[config.mk]
export PLATFORM = sky130hd
export DESIGN_NAME = stable_priority_queue
export DESIGN_NICKNAME = d
export VERILOG_FILES = /design/src/hdl/spq_pkg.sv /design/src/hdl/stable_priority_queue.sv /design/src/hdl/spq_cell.sv
export SDC_FILE = /design/constraint.sdc
export NUM_CORES = 1
export LEC_CHECK = 0
export BUFFER_PORTS_ARGS = -buffer_cell sky130_fd_sc_hd__buf_2
export CAP_MARGIN = 30
export CORE_ASPECT_RATIO = 1.75
export CORE_UTILIZATION = 58
export DETAILED_ROUTE_END_ITERATION = 16
export PLACE_DENSITY = 0.78
export SYNTH_ARGS = -nofsm -noshare
export SYNTH_HDL_FRONTEND = slang
export SYNTH_SLANG_ARGS = --single-unit
[constraint.sdc]
create_clock -name clk -period 4.3 [get_ports clk]
set_input_delay 0.43 -clock clk [delete_from_list [all_inputs] [get_ports clk]]
set_output_delay 0.43 -clock clk [all_outputs]
set_load 0.05 [all_outputs]
[src/hdl/spq_pkg.sv]
// Shared types and constants for the stable priority queue.
// No dependencies; imported by spq_cell and stable_priority_queue.
package spq_pkg;

  localparam int SPQ_DEPTH     = 16;
  localparam int PRIORITY_BITS = 8;
  localparam int TAG_BITS      = 16;
  localparam int COUNT_BITS    = 5;

  // operation codes
  localparam logic OP_PUSH = 1'b0;
  localparam logic OP_POP  = 1'b1;

  typedef enum logic [1:0] {
    STAT_OK    = 2'd0,
    STAT_EMPTY = 2'd1,
    STAT_FULL  = 2'd2
  } status_t;

  typedef struct packed {
    logic                     op;
    logic [PRIORITY_BITS-1:0] priority_req;
    logic [TAG_BITS-1:0]      tag;
  } in_item_t;

  typedef struct packed {
    logic [TAG_BITS-1:0]      out_tag;
    logic [PRIORITY_BITS-1:0] out_priority;
    status_t                  status;
    logic [COUNT_BITS-1:0]    count;
  } out_item_t;

  // one stored entry
  typedef struct packed {
    logic [PRIORITY_BITS-1:0] prio;
    logic [TAG_BITS-1:0]      tag;
  } entry_t;

  // per-cycle command broadcast to every cell
  typedef struct packed {
    logic push;
    logic pop;
  } cell_ctl_t;

endpackage

[src/hdl/stable_priority_queue.sv]
// Stable priority queue: a row of DEPTH cells kept sorted by priority, lower
// value first, equal priorities in arrival order. Each transaction (push or
// pop) is applied to all cells at once: every cell compares the incoming
// priority with its own and either holds, loads the new entry or takes its
// neighbor's, so one transaction per cycle is sustained unless the output
// stalls, and the result appears in the output register the cycle after
// acceptance. The input is taken whenever the output register is empty or
// its result is being taken in the same cycle. Depends on spq_pkg and spq_cell.
module stable_priority_queue #(
  parameter int DEPTH = spq_pkg::SPQ_DEPTH
) (
  input  logic               clk,
  input  logic               rst_n,
  input  logic               in_valid,
  output logic               in_stall,
  input  spq_pkg::in_item_t  in_data,
  output logic               out_valid,
  input  logic               out_stall,
  output spq_pkg::out_item_t out_data
);
  import spq_pkg::*;

  localparam int COUNT_W = $clog2(DEPTH + 1);

  logic [COUNT_W-1:0] count_r;
  logic [COUNT_W-1:0] count_nxt;
  logic               out_valid_r;
  logic               out_valid_nxt;
  out_item_t          out_data_r;
  out_item_t          out_data_nxt;

  logic               accept;
  cell_ctl_t          ctl;
  entry_t             new_ent;
  entry_t             cell_ent [DEPTH];
  logic [DEPTH-1:0]   cell_keep;
  logic [DEPTH-1:0]   occ;
  logic               is_full;
  logic               is_empty;
  logic [COUNT_W+COUNT_BITS-1:0] count_ext;

  // accept when the output register is free or drains this cycle
  assign in_stall  = out_valid_r && out_stall;
  assign accept    = in_valid && !in_stall;
  assign out_valid = out_valid_r;
  assign out_data  = out_data_r;

  assign is_full  = (count_r == COUNT_W'(DEPTH));
  assign is_empty = (count_r == '0);

  assign new_ent.prio = in_data.priority_req;
  assign new_ent.tag  = in_data.tag;

  // command to the chain
  always_comb begin
    ctl.push = accept && (in_data.op == OP_PUSH) && !is_full;
    ctl.pop  = accept && (in_data.op == OP_POP) && !is_empty;
  end

  // occupancy per slot
  always_comb begin
    for (int i = 0; i < DEPTH; i++) begin
      occ[i] = (COUNT_W'(i) < count_r);
    end
  end

  // build the chain of cells
  for (genvar g = 0; g < DEPTH; g++) begin : g_cell
    entry_t left_ent;
    entry_t right_ent;
    logic   left_keep;

    if (g == 0) begin : g_head
      assign left_ent  = new_ent;
      assign left_keep = 1'b1;
    end else begin : g_mid
      assign left_ent  = cell_ent[g-1];
      assign left_keep = cell_keep[g-1];
    end

    if (g == DEPTH - 1) begin : g_tail
      assign right_ent = cell_ent[g];
    end else begin : g_body
      assign right_ent = cell_ent[g+1];
    end

    spq_cell u_cell (
      .clk       (clk),
      .ctl       (ctl),
      .new_ent   (new_ent),
      .occ       (occ[g]),
      .left_keep (left_keep),
      .left_ent  (left_ent),
      .right_ent (right_ent),
      .ent       (cell_ent[g]),
      .keep      (cell_keep[g])
    );
  end

  // update the held count
  always_comb begin
    count_nxt = count_r;
    if (ctl.push) begin
      count_nxt = count_r + COUNT_W'(1);
    end else if (ctl.pop) begin
      count_nxt = count_r - COUNT_W'(1);
    end
  end

  assign count_ext = {{COUNT_BITS{1'b0}}, count_nxt};

  // form the result transaction
  always_comb begin
    out_data_nxt              = out_data_r;
    out_valid_nxt             = out_valid_r && out_stall;
    if (accept) begin
      out_valid_nxt              = 1'b1;
      out_data_nxt.out_tag       = '0;
      out_data_nxt.out_priority  = '0;
      out_data_nxt.status        = STAT_OK;
      out_data_nxt.count         = count_ext[COUNT_BITS-1:0];
      if (in_data.op == OP_PUSH) begin
        if (is_full) begin
          out_data_nxt.status = STAT_FULL;
        end
      end else begin
        if (is_empty) begin
          out_data_nxt.status = STAT_EMPTY;
        end else begin
          out_data_nxt.out_tag      = cell_ent[0].tag;
          out_data_nxt.out_priority = cell_ent[0].prio;
        end
      end
    end
  end

  always_ff @(posedge clk) begin
    if (!rst_n) begin
      count_r     <= '0;
      out_valid_r <= 1'b0;
    end else begin
      count_r     <= count_nxt;
      out_valid_r <= out_valid_nxt;
    end
  end

  always_ff @(posedge clk) begin
    out_data_r <= out_data_nxt;
  end

endmodule

[src/hdl/spq_cell.sv]
// One slot of the sorted chain: holds an entry and shifts with its neighbors.
// Depends on spq_pkg.
module spq_cell (
  input  logic              clk,
  input  spq_pkg::cell_ctl_t ctl,
  input  spq_pkg::entry_t   new_ent,
  input  logic              occ,
  input  logic              left_keep,
  input  spq_pkg::entry_t   left_ent,
  input  spq_pkg::entry_t   right_ent,
  output spq_pkg::entry_t   ent,
  output logic              keep
);
  import spq_pkg::*;

  entry_t ent_r;
  entry_t ent_nxt;

  // stay in place on push if held entry is at least as urgent as the new one
  assign keep = occ && (ent_r.prio <= new_ent.prio);
  assign ent  = ent_r;

  // insert, shift right on push; shift left on pop
  always_comb begin
    ent_nxt = ent_r;
    if (ctl.push) begin
      if (!keep) begin
        ent_nxt = left_keep ? new_ent : left_ent;
      end
    end else if (ctl.pop) begin
      ent_nxt = right_ent;
    end
  end

  always_ff @(posedge clk) begin
    ent_r <= ent_nxt;
  end

endmodule
==> results.yml, run 1 <==
synth:
  ys_types: 46
  yosysMostFrequentCell: "edfxtp_1"
  synth_flop_cell: "edfxtp_1"
  seq_area_frac_synth_pct: 46.9
  async_flop_share_pct: 0
  syn-num-nets: 2864
  syn_inst: 2703
  synth.avg_cell_area_um2: 9.92
  synth.area.top_cells: "edfxtp_1 (46%), o31ai_1 (9.4%), a31oi_1 (7.9%)"
  yosys_warnings: 0
  synth-seq-cells: 421
  synth_area_um2: 26800
  synthTopCellsByCount: "edfxtp_1 (415), nor2_1 (358), a31oi_1 (339), o31ai_1 (336), clkbuf_1 (202)"
  synth_area_leader_cell: "edfxtp_1"
  synth_edf_count: 415
  synth_top_area_share_pct: 46.5
global_routing:
  grt.total_usage_pct: 35.3
  grt-ovfl-total: 0
  grt_max_degree: 181
  grt_pass1_vias: 23100
  grt_pass1_wl_um: 129000
  grt_antenna_before_repair: 2
floorplan:
  die_height_um: 286
  die_area_um2: 47100
  start_util_pct: 59.1
  num_rows: 103
  core_area_um2: 45400
  die-width_um: 164
  ios: 62
sta:
  slew_headroom_pct: 24.9
  setup_tns_ns: 0
  hold_viol: 0
  fin_skew_ns: 0.0259
  grt_setup_unrepaired: "false"
  maxSlewViolCount: 0
  min_period_ns: 3.33
  setup_violations: 0
  worst_pin_slew_ns: 1.12
  finalHoldWorstSlack_ns: 0.0661
  post-route-period-util_pct: 77.5
  max_freq_ghz: 0.300
placed_design:
  port_buffers: 61
  place_area_um2: 27800
  dp_hpwl_um: 61200
  gp_congestion: 0.968
clock_tree:
  ctsHoldBuffers: 0
  cts_num_sinks: 421
  root_buffer: "clkbuf_16"
  ctsLongestPathBuffers: 3
  clk_latency_ns: 0.59
  cts_buffers: 41
  cts_tree: "yes"
  htreeDepth: 2
  ctsResizeCount: 0
  postCtsSetupRepairBufs: 0
  path_clk_slew_ns: 0.06
min_path:
  worstHoldPathCells: 2
  hold_class: "in2reg"
detailed_routing:
  via_count: 23700
  firstDrtPassIters: 5
  wl_per_cell_um: 26.0
  drc: 0
  postRouteAntennaNets: 0
  via_per_inst: 7.37
  drt_wl_total_um: 83600
  first_iter_violations: 2730
setup_path:
  critPathLaunchType: "flip-flop"
  reg2reg_depth: 7
  cp_max_fo: 20
  crit_path_end_kind: "flip-flop"
  worstPathArrival_ns: 3.59
  crit_required_ns: 4.56
  path_class: "reg2reg"
pwr:
  irDropWorstVdd_uv: 367
  seqPwrFrac_pct: 43.8
  power.static_leakage_nw: 9.62
  power.density_nw_per_um2: 452
  swShare_pct: 35.6
  pwr-share-comb_pct: 28.7
  switchingPower_mw: 4.69
  intPower_mw: 8.48
  power_frac_clock_pct: 27.5
finish:
  final_nets: 2763
  syn_to_final_growth_pct: 8.57
  fillCellCount: 3576
  layout-drive-gt1-share_pct: 15.3
  stdcell_area_um2: 29100
run:
  cap_violations: 0
run_status:
  outcome: "finished clean"
==> registers in the layout (all words and copies together), names as in the netlist <==
signal	flops
g_cell.u_cell.ent	384
out_data	31
count_r	5
out_valid	1
==> path summary, 6_finish.rpt <==
check / to / from / slack (ns)
min: out_valid / in_valid / 0.07
min reg2reg: g_cell[0].u_cell.ent[3] / g_cell[1].u_cell.ent[3] / 0.55
max: g_cell[3].u_cell.ent[11] / count_r[0] / 0.97
max reg2reg: g_cell[3].u_cell.ent[11] / count_r[0] / 0.97
==> area by class of cell <==
class	count	area (um2)	area share, %
clock inverters	16	150	0.516
clock buffers	59	1140	3.93
flip-flops and latches	421	12600	43.2
repair buffers	187	1350	4.63
diodes	4	10.0	0.0344
multi-input cells	1921	13000	44.8
well taps	577	722	2.48
inverters	30	113	0.387
==> metrics by stage <==
stage	setup slack, ns	std cells	util, %	power [mW]
2_1_floorplan	0.152	2703	-	8.22
3_3_place_gp	0.807	3134	61.2	9.31
3_5_place_dp	0.731	3135	61.2	9.49
4_1_cts	0.964	3210	64.1	13.1
5_1_grt	0.839	3213	64.1	13.6
6_report	0.968	3215	64.1	13.2
==> per-layer routing <==
metal	global-route usage, %	up-vias	part of all wire (%)
met4	26.0	0	8.0
li1	-	10600	-
met1	37.4	11300	34
met3	5.17	393	7.2
met2	62.9	1353	51
met5	0	-	0
==> cells in the final DEF, fill, tap and decap left out, types with 6 or more instances in the layout <==
| master | instances |
|---|---|
| o31ai_1 | 336 |
| o21ai_2 | 16 |
| a211o_1 | 6 |
| and2_1 | 7 |
| nor2b_1 | 22 |
| o21ai_1 | 7 |
| edfxtp_1 | 415 |
| clkinv_1 | 7 |
| nand3_1 | 9 |
| o211ai_1 | 17 |
| a21oi_2 | 8 |
| o22ai_1 | 25 |
| o21ai_0 | 17 |
| buf_2 | 61 |
| clkbuf_16 | 42 |
| buf_4 | 118 |
| nor3_1 | 14 |
| or4_1 | 63 |
| or4b_1 | 33 |
| a31oi_1 | 336 |
| nand4b_1 | 17 |
| a21o_1 | 10 |
| buf_12 | 7 |
| inv_1 | 30 |
| ha_1 | 132 |
| nand4_1 | 152 |
| or4b_2 | 104 |
| nand2_1 | 117 |
| clkbuf_1 | 14 |
| a211oi_4 | 11 |
| and3_1 | 27 |
| nor2_1 | 356 |
| dfxtp_1 | 6 |
| a21oi_1 | 41 |
==> cell families (layout without fill, tap and decap cells) <==
logic type,after synthesis,count (layout),synth area share [%]
other,0,4,0
XOR/XNOR,4,4,0.131
AND/OR/NAND/NOR,932,932,19.6
flip-flops,421,421,46.9
multiplexers,1,1,0.0420
adder cells (fa/ha/maj),132,132,6.16
AO/OA/AOI/OAI,852,852,21.5
buffers and inverters,361,292,5.62
==> power by group through the flow <==
stage               clock network (mW)  registers [mW]  logic (mW)
global route                      3.78            5.81        4.05
finish                            3.61            5.77        3.78
floorplan                            0            5.75        2.46
CTS                               3.63            5.75        3.67
global placement                     0            5.80        3.51
detailed placement                   0            5.83        3.66
==> critical path, stage by stage (launching register included) <==
cell,delay (ns)
dfxtp_1,0.71
inv_1,0.19
ha_1,0.28
and2_1,0.22
a211o_2,0.61
buf_4,0.33
o21ai_2,0.31
buf_4,0.35
Note: power is estimated with default switching activity, not from simulation.
==> run 2: changes to the inputs <==
- CORE_UTILIZATION: 58 -> 60
- PLACE_DENSITY: 0.78 -> 0.77
- clock period: 4.3 -> 3.1 ns (I/O delays scaled with it)
==> run 2 against run 1 <==
Compared with the run above:
- clock skew rose by 0.0045 ns
- core utilization rose by 3.2 points
- non-clock buffer count rose by 8
- final area rose by 2.2%
- routed wire length rose by 1.8%
- sequential share of layout area fell by 0.94 points
- sequential power rose by 39%
- die area fell by 3.3%
- clock power rose by 47%
==> results.yml, run 2 (synthesis results as in run 1) <==
floorplan:
  ios: 62
  core_area_um2: 44200
  die-width_um: 162
  num_rows: 102
  start_util_pct: 60.7
  die_height_um: 282
  die_area_um2: 45600
detailed_routing:
  via_per_inst: 7.43
  drc: 0
  first_iter_violations: 2582
  drt_wl_total_um: 85100
  firstDrtPassIters: 8
  via_count: 23900
  wl_per_cell_um: 26.4
  postRouteAntennaNets: 0
pwr:
  irDropWorstVdd_uv: 596
  intPower_mw: 12.1
  power_frac_clock_pct: 28.2
  p_total_mw: 18.8
  seqPwrFrac_pct: 42.5
  switchingPower_mw: 6.68
  pwr-share-comb_pct: 29.3
  swShare_pct: 35.5
  power.static_leakage_nw: 9.86
  power.density_nw_per_um2: 633
finish:
  layout-drive-gt1-share_pct: 15.9
  final_nets: 2772
  mostFrequentLayoutCell: "edfxtp_1"
  final_cell_mix: "edfxtp_1 (415), nor2_1 (356), o31ai_1 (336), a31oi_1 (336), nand4_1 (152)"
  largest_register_ffs: 384
  syn_to_final_growth_pct: 11.0
setup_path:
  worstPathArrival_ns: 3.30
  crit_path_end_kind: "flip-flop"
  path_class: "reg2reg"
  reg2reg_depth: 7
  crit_required_ns: 3.40
  cp_max_fo: 41
  critPathLaunchType: "flip-flop"
global_routing:
  grt_pass1_vias: 23400
  busiest_layer: "met2"
  grt.total_usage_pct: 37.2
  use_met2_pct: 65.9
  grt_antenna_before_repair: 3
  grt_max_degree: 127
  grt-ovfl-total: 0
  gr-usage-met3_pct: 5.83
  use_met1_pct: 39.6
  grt_pass1_wl_um: 132000
run_status:
  outcome: "finished clean"
sta:
  finalHoldWorstSlack_ns: 0.0149
  setup_tns_ns: 0
  fin_skew_ns: 0.0304
  post-route-period-util_pct: 96.8
  grt_setup_unrepaired: "false"
  slew_headroom_pct: 29.8
  setup_violations: 0
  min_period_ns: 3.00
  hold_viol: 0
  setup_ws_ns: 0.0990
  worst_pin_slew_ns: 1.05
  max_freq_ghz: 0.333
  maxSlewViolCount: 0
run:
  cap_violations: 0
clock_tree:
  path_clk_slew_ns: 0.07
  cts_tree: "yes"
  htreeDepth: 2
  ctsResizeCount: 0
  ctsLongestPathBuffers: 3
  cts_num_sinks: 421
  clk_latency_ns: 0.59
  cts_buffers: 42
  root_buffer: "clkbuf_16"
min_path:
  worstHoldPathCells: 2
  hold_class: "in2reg"
placed_design:
  port_buffers: 61
  post-place-ws_ns: 0.0934
  dp_hpwl_um: 60400
  gp_congestion: 0.949
[run 2: area by class of cell]
class                           instances  area [um2]
Sequential cell                       421       12600
Multi-Input combinational cell       1921       13100
Antenna cell                            2        5.00
Clock buffer                           51        1130
Clock inverter                         27         269
Fill cell                            3401       14400
Inverter                               30         113
Tap cell                              572         716
Timing Repair Buffer                  195        1850
[run 2: layer usage]
layer	vias up	routed length (um)
li1	10600	-
met1	11500	28200
met2	1384	43600
met3	389	6320
met4	2	6930
met5	-	14
[run 2: through the flow]
stage | cell area, um2 | cells | util (%)
6_report | 29700 | 3219 | 67.4
3_3_place_gp | 28300 | 3138 | 64.2
4_1_cts | 29700 | 3217 | 67.3
3_5_place_dp | 28300 | 3138 | 64.2
5_1_grt | 29700 | 3217 | 67.3
2_1_floorplan | 26900 | 2703 | -
[run 2: worst paths after layout]
| check | slack [ns] | start | to |
|---|---|---|---|
| hold / removal | 0.01 | rst_n | out_valid |
| setup / recovery | 0.1 | g_cell[2].u_cell.ent[22] | g_cell[3].u_cell.ent[23] |
| setup reg to reg | 0.1 | g_cell[2].u_cell.ent[22] | g_cell[3].u_cell.ent[23] |
| hold reg to reg | 0.57 | g_cell[1].u_cell.ent[15] | g_cell[0].u_cell.ent[15] |
[run 2: what timing repair did]
action,CTS,global route
buffers inserted,0,0
hold endpoints to repair,1,0
setup endpoints to repair,0,0
hold buffers,1,0
[run 2: worst max-delay path: stages (launching register included)]
cell and delay (ns):
edfxtp_1 0.49, ha_1 0.39, nand4_1 0.24, nor2_1 0.38
a21oi_2 0.16, buf_12 0.20, o31ai_1 0.67, a31oi_1 0.17
[run 2: power groups by stage]
stage          Combinational (mW)  Sequential [mW]  Clock (mW)
6_report                     5.51             8.00        5.31
4_1_cts                      5.36             7.97        5.33
3_3_place_gp                 5.14             8.06           0
2_1_floorplan                3.46             7.96           0
3_5_place_dp                 5.34             8.08           0
5_1_grt                      5.90             8.05        5.52
